[src/rtl/bmpq_pkg.sv]
`timescale 1ns / 1ps
`default_nettype none
// ----------------------------------------------------------------------------
// bmpq_pkg
// Shared types and constants for the bounded min-first priority queue.
// ----------------------------------------------------------------------------
package bmpq_pkg;

  localparam int CAPACITY_DEF = 16;
  localparam int DATA_W       = 32;

  typedef enum logic {
    OP_INSERT = 1'b0,
    OP_DELETE = 1'b1
  } op_t;

  typedef enum logic [1:0] {
    STAT_OK        = 2'd0,
    STAT_OVERFLOW  = 2'd1,
    STAT_UNDERFLOW = 2'd2
  } status_t;

  typedef enum logic [1:0] {
    ST_IDLE,
    ST_SCAN,
    ST_SHIFT,
    ST_DONE
  } state_t;

endpackage

`default_nettype wire

[src/rtl/bmpq_ram.sv]
`timescale 1ns / 1ps
`default_nettype none
// ----------------------------------------------------------------------------
// bmpq_ram
// Generic simple dual-port RAM: one write port, one read port, registered read.
// ----------------------------------------------------------------------------
module bmpq_ram #(
  parameter int WIDTH  = 64,
  parameter int DEPTH  = 16,
  parameter int ADDR_W = (DEPTH > 1) ? $clog2(DEPTH) : 1
) (
  input  wire logic              clk,
  input  wire logic              wr_en,
  input  wire logic [ADDR_W-1:0] wr_addr,
  input  wire logic [WIDTH-1:0]  wr_data,
  input  wire logic [ADDR_W-1:0] rd_addr,
  output logic      [WIDTH-1:0]  rd_data
);

  logic [WIDTH-1:0] mem [DEPTH];

  always_ff @(posedge clk) begin
    if (wr_en) begin
      mem[wr_addr] <= wr_data;
    end
    rd_data <= mem[rd_addr];
  end

endmodule

`default_nettype wire

[src/rtl/bounded_min_priority_queue_top.sv]
`timescale 1ns / 1ps
`default_nettype none
// ----------------------------------------------------------------------------
// bounded_min_priority_queue_top
// Bounded priority queue of (value, priority) pairs kept in one RAM in
// insertion order; a delete returns the earliest pair of smallest priority.
// ----------------------------------------------------------------------------
//  channel | direction | handshake          | payload
//  --------+-----------+--------------------+-------------------------------
//  input   | in        | in_valid/in_stall  | op, item_value, item_priority
//  output  | out       | out_valid/out_stall| out_value, out_priority, status
//
// An insert, an overflow and an underflow are answered straight from idle. A
// delete scans every pair in the queue through the RAM read port, then moves
// each pair behind the winner one slot down to close the gap, then hands over
// the result.
// Reset clears the fill count and the result valid flag; RAM contents are left.
// A stalled result holds the output register, and the block takes no new beat
// until that register is free.
module bounded_min_priority_queue_top import bmpq_pkg::*; #(
  parameter int CAPACITY = CAPACITY_DEF
) (
  input  wire logic                     clk,
  input  wire logic                     rst,
  input  wire logic                     in_valid,
  output logic                          in_stall,
  input  wire logic                     op,
  input  wire logic signed [DATA_W-1:0] item_value,
  input  wire logic signed [DATA_W-1:0] item_priority,
  output logic                          out_valid,
  input  wire logic                     out_stall,
  output logic signed      [DATA_W-1:0] out_value,
  output logic signed      [DATA_W-1:0] out_priority,
  output logic             [1:0]        status
);

  localparam int AW = (CAPACITY > 1) ? $clog2(CAPACITY) : 1;
  localparam int CW = $clog2(CAPACITY + 1);
  localparam int EW = 2 * DATA_W;
  localparam logic [CW-1:0] CAP_CNT = CW'(CAPACITY);
  localparam logic [CW-1:0] ONE     = CW'(1);
  localparam logic [CW-1:0] TWO     = CW'(2);

  state_t state, state_next;

  logic [CW-1:0]     count;
  logic [CW-1:0]     idx;
  logic [CW-1:0]     best_idx;
  logic [CW-1:0]     best_idx_next;
  logic [DATA_W-1:0] best_val;
  logic [DATA_W-1:0] best_pri;

  logic          wr_en;
  logic [AW-1:0] wr_addr;
  logic [EW-1:0] wr_data;
  logic [CW-1:0] rd_idx;
  logic [EW-1:0] rd_data;

  logic [DATA_W-1:0] rd_val;
  logic [DATA_W-1:0] rd_pri;
  logic              better;
  logic              last_scan;
  logic              out_free;
  logic              accept;
  logic              direct_reply;
  logic              is_insert;
  logic              is_full;
  logic              is_empty;

  assign rd_val = rd_data[EW-1:DATA_W];
  assign rd_pri = rd_data[DATA_W-1:0];

  assign out_free  = !out_valid || !out_stall;
  assign in_stall  = rst || (state != ST_IDLE) || !out_free;
  assign accept    = in_valid && !in_stall;
  assign is_insert = (op == OP_INSERT);
  assign is_full   = (count >= CAP_CNT);
  assign is_empty  = (count == '0);

  // Inserts and failed deletes are answered at once; a delete that finds a
  // pair answers only when the scan and the shift are over.
  assign direct_reply = accept && (is_insert || is_empty);

  // The first pair seen always wins; afterwards only a strictly smaller
  // priority does, so ties go to the pair inserted earlier.
  assign better        = (idx == '0) || ($signed(rd_pri) < $signed(best_pri));
  assign best_idx_next = better ? idx : best_idx;
  assign last_scan     = (idx == count - ONE);

  bmpq_ram #(
    .WIDTH (EW),
    .DEPTH (CAPACITY),
    .ADDR_W(AW)
  ) u_ram (
    .clk    (clk),
    .wr_en  (wr_en),
    .wr_addr(wr_addr),
    .wr_data(wr_data),
    .rd_addr(rd_idx[AW-1:0]),
    .rd_data(rd_data)
  );

  // Next state.
  always_comb begin
    state_next = state;
    case (state)
      ST_IDLE: begin
        if (accept && !is_insert && !is_empty) begin
          state_next = ST_SCAN;
        end
      end
      ST_SCAN: begin
        if (last_scan) begin
          state_next = (best_idx_next + ONE == count) ? ST_DONE : ST_SHIFT;
        end
      end
      ST_SHIFT: begin
        if (idx + TWO == count) begin
          state_next = ST_DONE;
        end
      end
      ST_DONE: begin
        if (out_free) begin
          state_next = ST_IDLE;
        end
      end
      default: state_next = ST_IDLE;
    endcase
  end

  // RAM port control. During the shift each pair, read through the registered
  // read port, is written one slot down, so a read and a write never meet at one entry.
  always_comb begin
    wr_en   = 1'b0;
    wr_addr = count[AW-1:0];
    wr_data = {item_value, item_priority};
    rd_idx  = '0;
    case (state)
      ST_IDLE: begin
        wr_en = accept && is_insert && !is_full;
      end
      ST_SCAN: begin
        rd_idx = last_scan ? (best_idx_next + ONE) : (idx + ONE);
      end
      ST_SHIFT: begin
        wr_en   = 1'b1;
        wr_addr = idx[AW-1:0];
        wr_data = rd_data;
        rd_idx  = idx + TWO;
      end
      ST_DONE: begin
        rd_idx = '0;
      end
      default: rd_idx = '0;
    endcase
  end

  always_ff @(posedge clk) begin
    if (rst) begin
      state <= ST_IDLE;
      count <= '0;
      idx   <= '0;
    end else begin
      state <= state_next;
      case (state)
        ST_IDLE: begin
          idx <= '0;
          if (accept && is_insert && !is_full) begin
            count <= count + ONE;
          end
        end
        ST_SCAN: begin
          idx <= last_scan ? best_idx_next : idx + ONE;
        end
        ST_SHIFT: begin
          idx <= idx + ONE;
        end
        ST_DONE: begin
          if (out_free) begin
            count <= count - ONE;
          end
        end
        default: idx <= '0;
      endcase
    end
  end

  always_ff @(posedge clk) begin
    if (state == ST_SCAN) begin
      best_idx <= best_idx_next;
      if (better) begin
        best_val <= rd_val;
        best_pri <= rd_pri;
      end
    end
  end

  // Output register.
  always_ff @(posedge clk) begin
    if (rst) begin
      out_valid <= 1'b0;
    end else if (direct_reply || (state == ST_DONE && out_free)) begin
      out_valid <= 1'b1;
    end else if (out_valid && !out_stall) begin
      out_valid <= 1'b0;
    end
  end

  always_ff @(posedge clk) begin
    if (direct_reply) begin
      out_value    <= '0;
      out_priority <= '0;
      if (is_insert) begin
        status <= is_full ? STAT_OVERFLOW : STAT_OK;
      end else begin
        status <= STAT_UNDERFLOW;
      end
    end else if (state == ST_DONE && out_free) begin
      out_value    <= best_val;
      out_priority <= best_pri;
      status       <= STAT_OK;
    end
  end

endmodule

`default_nettype wire

[config.mk]
export PLATFORM = sky130hd
export DESIGN_NAME = bounded_min_priority_queue_top
export DESIGN_NICKNAME = d
export VERILOG_FILES = /design/src/rtl/bmpq_pkg.sv /design/src/rtl/bmpq_ram.sv /design/src/rtl/bounded_min_priority_queue_top.sv
export SDC_FILE = /design/constraint.sdc
export NUM_CORES = 1
export LEC_CHECK = 0
export ABC_CLOCK_PERIOD_IN_PS = 13400
export BUFFER_PORTS_ARGS = -buffer_cell sky130_fd_sc_hd__buf_2
export CORE_MARGIN = 3
export CORE_UTILIZATION = 25
export CTS_CLUSTER_SIZE = 40
export DETAILED_ROUTE_END_ITERATION = 10
export SLEW_MARGIN = 10
export SYNTH_ARGS = -nofsm -noshare
export SYNTH_HDL_FRONTEND = slang
export SYNTH_SLANG_ARGS = --single-unit
[constraint.sdc]
create_clock -name clk -period 13.4 [get_ports clk]
set_input_delay 2.01 -clock clk [delete_from_list [all_inputs] [get_ports clk]]
set_output_delay 2.01 -clock clk [all_outputs]
set_load 0.02 [all_outputs]
---- After elaboration in Yosys (flattened, before gate mapping) ----
Memories as Yosys holds them, arrays and structs flattened. A register that Yosys moved wholly into a read port is not among the register bits.
Cells that the tools add are included.
cells by class
  $add $sub $neg .......................... 5
  order comparisons ....................... 2
  equality and inequality tests ........... 11
  multiplexer cells ....................... 25
  bitwise operators ....................... 1
  reductions and logical operators ........ 31
operator list
  kind                                               number
  2-to-1 mux 64 bit                                  1
  < comparator 32 bit                                1
  2-to-1 mux 5 bit                                   4
  adder 5 x 1 -> 5 bit (second input constant)       3
  == test 5 bit                                      3
  one-hot mux 5 bit (3 select lines)                 1
  2-to-1 mux 2 bit                                   7
  zero test 5 bit                                    2
  != test 2 bit (second input constant)              5
  one-hot mux 5 bit (2 select lines)                 1
  logical AND 1 bit                                  8
  2-to-1 mux 4 bit                                   2
  one-hot mux 2 bit (4 select lines)                 1
  one-hot mux 4 bit (2 select lines)                 1
  nonzero test 2 bit                                 4
  zero test 1 bit                                    6
  logical OR 1 bit                                   6
  2-to-1 mux 1 bit                                   6
  adder 5 x 2 -> 5 bit (second input constant)       1
  >= comparator 5 bit (second input constant)        1
  subtractor 5 x 1 -> 5 bit (second input constant)  1
  == test 2 bit (second input constant)              2
  AND reduction 4 bit                                1
  AND reduction 3 bit                                1
  other kinds (6)                                    6
word-level totals
  bits in registers ....................... 148
  memory bits (writable) .................. 1024
  bits of input ports ..................... 69
  output and inout bits ................... 68
  memories ................................ 1
memories
  name       words  bits a word  read ports  clocked after Yosys merged registers in  wr ports  line            text
  u_ram.mem  16     64           1           1                                        1         bmpq_ram.sv:20  logic [WIDTH-1:0] mem [DEPTH];

---- Logic depth before layout (Yosys ltp) ----
  word-level depth ........................ 11
  depth in mapped cells ................... 20

---- Modules after synthesis ----
From an unflattened synthesis, not the netlist that was laid out.
second synthesis, totals
  cell total of the unflattened synthesis .. 2397
  area, all modules ....................... 47190.3 um^2
by module, submodules not included
  module                          instances  cells each  area each (um^2)  seq. area each (um^2)
  bmpq_ram                        1          1647        39581.7           32030.7
  bounded_min_priority_queue_top  1          750         7608.5            3673.5

---- Least setup slack after synthesis ----
No wires, ideal clock.
  kind .................................... input port to flip-flop
  from .................................... input port out_stall
  to ...................................... memory u_ram.mem[10][0], enable pin
  setup time .............................. 0.487 ns
  arrival time ............................ 5.765 ns
  data required time ...................... 12.913 ns
  slack ................................... 7.148 ns
  stages .................................. 6
  buffers on the path ..................... 0
  cell sequence ........................... nand2_1 -> nand4b_1 -> or3_1 -> o31ai_1 -> nand2_1 -> nor2_1
on the way
  longest elaborated chain between the ends .. 11
ends and longest elaborated chain
  element                                 line                                   text
  start: declaration                      bounded_min_priority_queue_top.sv:31   input wire logic out_stall,
  zero test 1 bit                         bounded_min_priority_queue_top.sv:73   assign out_free = !out_valid || !out_stall;
  logical OR 1 bit                        bounded_min_priority_queue_top.sv:73
  zero test 1 bit                         bounded_min_priority_queue_top.sv:74   assign in_stall = rst || (state != ST_IDLE) || !out_free;
  logical OR 1 bit                        bounded_min_priority_queue_top.sv:74
  zero test 1 bit                         bounded_min_priority_queue_top.sv:75   assign accept = in_valid && !in_stall;
  logical AND 1 bit                       bounded_min_priority_queue_top.sv:75
  logical AND 1 bit (2 in a row)          bounded_min_priority_queue_top.sv:140  wr_en = accept && is_insert && !is_full;
  one-hot mux 1 bit (2 select lines)      bounded_min_priority_queue_top.sv:138  case (state)
  2-to-1 mux 1 bit                        bmpq_ram.sv:23                         if (wr_en) begin
  2-to-1 mux 1 bit (not written as such)  bmpq_ram.sv:24                         mem[wr_addr] <= wr_data;
  end: declaration                        bmpq_ram.sv:20
Every way passes these cells.

---- Worst setup path after layout ----
  from .................................... register u_ram.rd_data[31], read port of u_ram.mem
  to ...................................... register u_ram.rd_data[50], read port of u_ram.mem
on the way
  longest elaborated chain between the ends .. 6
ends and longest elaborated chain
  element                             line                                   text
  start: declaration                  bmpq_ram.sv:17                         output logic [WIDTH-1:0] rd_data
  < comparator 32 bit                 bounded_min_priority_queue_top.sv:86   assign better = (idx == '0) || ($signed(rd_pri) < $signed(best_pri));
  logical OR 1 bit                    bounded_min_priority_queue_top.sv:86
  2-to-1 mux 5 bit                    bounded_min_priority_queue_top.sv:87   assign best_idx_next = better ? idx : best_idx;
  adder 5 x 1 -> 5 bit                bounded_min_priority_queue_top.sv:143  rd_idx = last_scan ? (best_idx_next + ONE) : (idx + ONE);
  2-to-1 mux 4 bit                    bounded_min_priority_queue_top.sv:143
  one-hot mux 4 bit (2 select lines)  bounded_min_priority_queue_top.sv:138
Every way passes these cells.
A chain may end at the register's enable or synchronous reset.

==> impl_metrics.tcl <==
set metrics [dict create \
    run_status "completed" \
    hold_start "u_ram.rd_data[60]$_DFF_P_" \
    vias 27600 \
    maxSlewViolCount 0 \
    skew_ps 34.8 \
    yosysSeqAreaShare_pct 74.2 \
    synth-seq-cells 1236 \
    root_buffer "clkbuf_16" \
    crit_path_max_incr_delay_ps 910 \
    setup.worst_path.start_class "flop" \
    rows 160 \
    cp-end-kind "flop" \
    max-clock-path-buffers 3 \
    r2r-end "u_ram.rd_data[50]$_DFF_P_" \
    layout-drive-gt1-share_pct 19.5 \
    yosysWarningCount 0 \
    area_delta_synth_final_pct 15.8 \
    cts_htree_levels 3 \
    insertion_delay_ps 760 \
    synth_cell_types 64 \
    synth_fa_ha_area_share_pct 1.09 \
    seq_power_share_pct 51.4 \
    grt_pass1_wl_um 191000 \
    syn-instance-count 3135 \
    grt_overflow 0 \
    fmax_ghz 0.151 \
    rsz0062_at_grt "no" \
    synth-simple-area-share_pct 6.08 \
    nFillCells 18900 \
    grt_pass1_vias 27300 \
    combPwrFrac_pct 10.3 \
    stdcell_count 5874 \
    vdd_drop_max_v 0.000170 \
    powerDensity_nw_per_um2 158 \
    cp.arrival_ps 7310 \
    critPathSlowestCell "nor4_2" \
    ys_async_sr_fraction_pct 0 \
    gp_congestion 0.780 \
    worst_pin_slew_ps 1250 \
    period_share_pct 49.6 \
    period_needed_ps 6640 \
    fin_tns_setup_ps 0 \
    cts.repair.resized 0 \
    crit_fanout 65 \
    wire_per_inst_um 22.7 \
    place_hpwl_um 70600 \
    hold_viol_final 0 \
    p_sw_share_pct 25.4 \
    finalSetupViolCount 0 \
    p_clk_share_pct 38.3 \
    synthTopCellsByArea "edfxtp_1 68%, dfxtp_1 5.9%, mux2_2 5.6%" \
    post-route-drc-count 0 \
    synth_top_family_by_area "compound AO/OA/AOI/OAI gates" \
    p_sw_w 0.00223 \
    place_inst 5649 \
    wl_um 133000 \
    slew_headroom_pct 17.0 \
    postRouteAntennaNets 0 \
    synth_top_cell_by_area "edfxtp_1" \
    synth.area.mux_share_pct 7.62 \
    crit_type "flop to flop" \
    holdPathEnd "best_val[28]$_DFFE_PP_" \
    clkSinkCount 1236 \
    synth_fp_nets 3246 \
    synth_top_area_share_pct 68.4 \
    via_per_inst 4.71 \
    dieArea_um2 198000 \
    portBuffers 136 \
    postCtsHoldBufs 0 \
    hp-class "flop to flop" \
    die_x_um 445 \
    r2r-start "u_ram.rd_data[31]$_DFF_P_" \
    ff2ff_setup_slack_ps 6760 \
    die_h_um 445 \
    cp_cell_sequence "ha_1 > nand4_1 > nor4_2 > a21oi_1 > o22ai_2 > o21ai_0 > mux2i_1 > inv_1 > ha_1 > and3_1 > o21ai_0 > a21oi_4 > buf_4 > and3_4 > buf_4 > a222oi_1 > nand4_1" \
    path_clk_slew_ps 60 \
    grt_start_max_net_pins 174 \
    first_pass_iters 6 \
    whs_path_depth 0 \
    power.total_w 0.00879 \
    core_area_um2 191000 \
    antenna_found_initial 10 \
    synth_edf_count 1095 \
    cap_violations 0 \
    leakage_nw 17.7 \
    reg2reg_depth 17 \
    power.internal_w 0.00656 \
    grt_usage_pct 13.1 \
    start_util_pct 25.2 \
    drt-initial-drc-count 2606 \
    synthXorXnorAreaFrac_pct 0.468 \
    io_pins 137 \
    numCtsBuffers 117 \
    cp_data_required_time_ps 14070 \
    syn_avg_cell_area_um2 15.3 \
    synth_compound_area_share_pct 8.37 \
    final_nets 3368 \
    postCtsSetupRepairBufs 0 \
    synth-main-ff-cell "edfxtp_1" \
    syn-cell-area_um2 48100 \
    cts_tree "done" \
]
cell usage in the layout (no fill, tap or decap), types with 32 or more instances in the layout:
cell type  instances
edfxtp_1        1095
mux2_1            79
a22o_1           126
nand4_1           69
buf_2            136
nor2_1            32
o21ai_1           33
ha_1              41
mux2_2           240
nand2_1          354
a222oi_1          63
buf_4             57
nand3_1          138
clkbuf_16        118
a21oi_1           95
o21ai_0          242
inv_1             52
dfxtp_1          141
metrics by stage:
step / area (um^2) / hold slack (ps) / utilization (%) / setup slack [ps]
2_1_floorplan: 48100 / 403 / - / 7150
3_3_place_gp: 51800 / 416 / 27.1 / 6990
3_5_place_dp: 51800 / 411 / 27.1 / 6790
4_1_cts: 55700 / 425 / 29.2 / 6710
5_1_grt: 55700 / 443 / 29.2 / 6480
6_report: 55700 / 426 / 29.2 / 6760
worst max path at each step:
stage                                         start                          to  cells after the start
after detailed placement  u_ram.rd_data[31]$_DFF_P_   u_ram.rd_data[50]$_DFF_P_                     17
after CTS                 u_ram.rd_data[31]$_DFF_P_   u_ram.rd_data[50]$_DFF_P_                     17
final                     u_ram.rd_data[31]$_DFF_P_   u_ram.rd_data[50]$_DFF_P_                     17
after global placement    u_ram.rd_data[31]$_DFF_P_   u_ram.rd_data[33]$_DFF_P_                     17
after floorplan                           out_stall  u_ram.mem[10][0]$_DFFE_PP_                      6
after global routing         best_pri[31]$_DFFE_PP_   u_ram.rd_data[50]$_DFF_P_                     18
layout make-up:
type | instances | area [um^2] | area share (%)
antenna | 1 | 2.50 | 0.00449
clock buffer | 156 | 3190 | 5.72
clock inverter | 68 | 731 | 1.31
inverter | 53 | 199 | 0.357
multi-input combinational | 1655 | 11600 | 20.8
sequential | 1236 | 35700 | 64.1
tap | 2511 | 3140 | 5.64
timing repair buffer | 194 | 1130 | 2.03
sequential cells by signal, indices dropped and copies added (netlist names):
register,flops
out_valid,1
out_value,32
best_idx,5
idx,5
status,2
best_pri,32
best_val,32
u_ram.rd_data,64
state,2
count,5
u_ram.mem,1024
out_priority,32
worst max-delay path: cells and delay by family, from the launching register on:
family          cells  cell delay, ps
simple gates        5            1960
buf+inv             3            1590
compound gates      6            1400
fa+ha+maj           2             750
mux                 1             390
flops               1             370
cell families after synthesis:
group / count (synthesis)
xor+xnor: 24
flops: 1236
mux: 326
simple gates: 651
compound gates: 612
buf+inv: 244
fa+ha+maj: 42
cells in the mapped netlist (3+ instances only):
cell	count
nor3_1	11
mux2i_1	7
a211oi_1	3
a21oi_1	98
buf_2	28
o21ai_0	242
ha_1	42
o211ai_1	4
and3_1	5
mux2_2	240
a31oi_1	7
buf_1	29
o21ai_1	33
o22ai_1	5
a22o_1	126
o31ai_1	3
mux2_1	79
a222oi_1	63
xor2_1	8
buf_6	9
inv_1	52
clkbuf_1	122
nand2_1	355
edfxtp_1	1095
a22oi_1	9
nor4_2	3
nand4_1	69
nor2_1	50
nor3_2	3
xnor2_1	14
dfxtp_1	141
nand3_1	138
power by group through the flow:
stage	combinational, W	clock, W	sequential (W)
after global placement	0.000894	0	0.00459
final	0.000909	0.00337	0.00451
after global routing	0.000985	0.00357	0.00452
after floorplan	0.000564	0	0.00453
after detailed placement	0.000908	0	0.00460
after CTS	0.000911	0.00343	0.00451
layer usage:
metal	up-vias	wire (um)	GRT usage, %
met3	180	7430	1.60
met1	14200	54800	16.5
met2	896	67000	23.0
met5	-	0	0
met4	0	3920	4.53
li1	12400	-	-
Power figures use the tool's default switching activity.
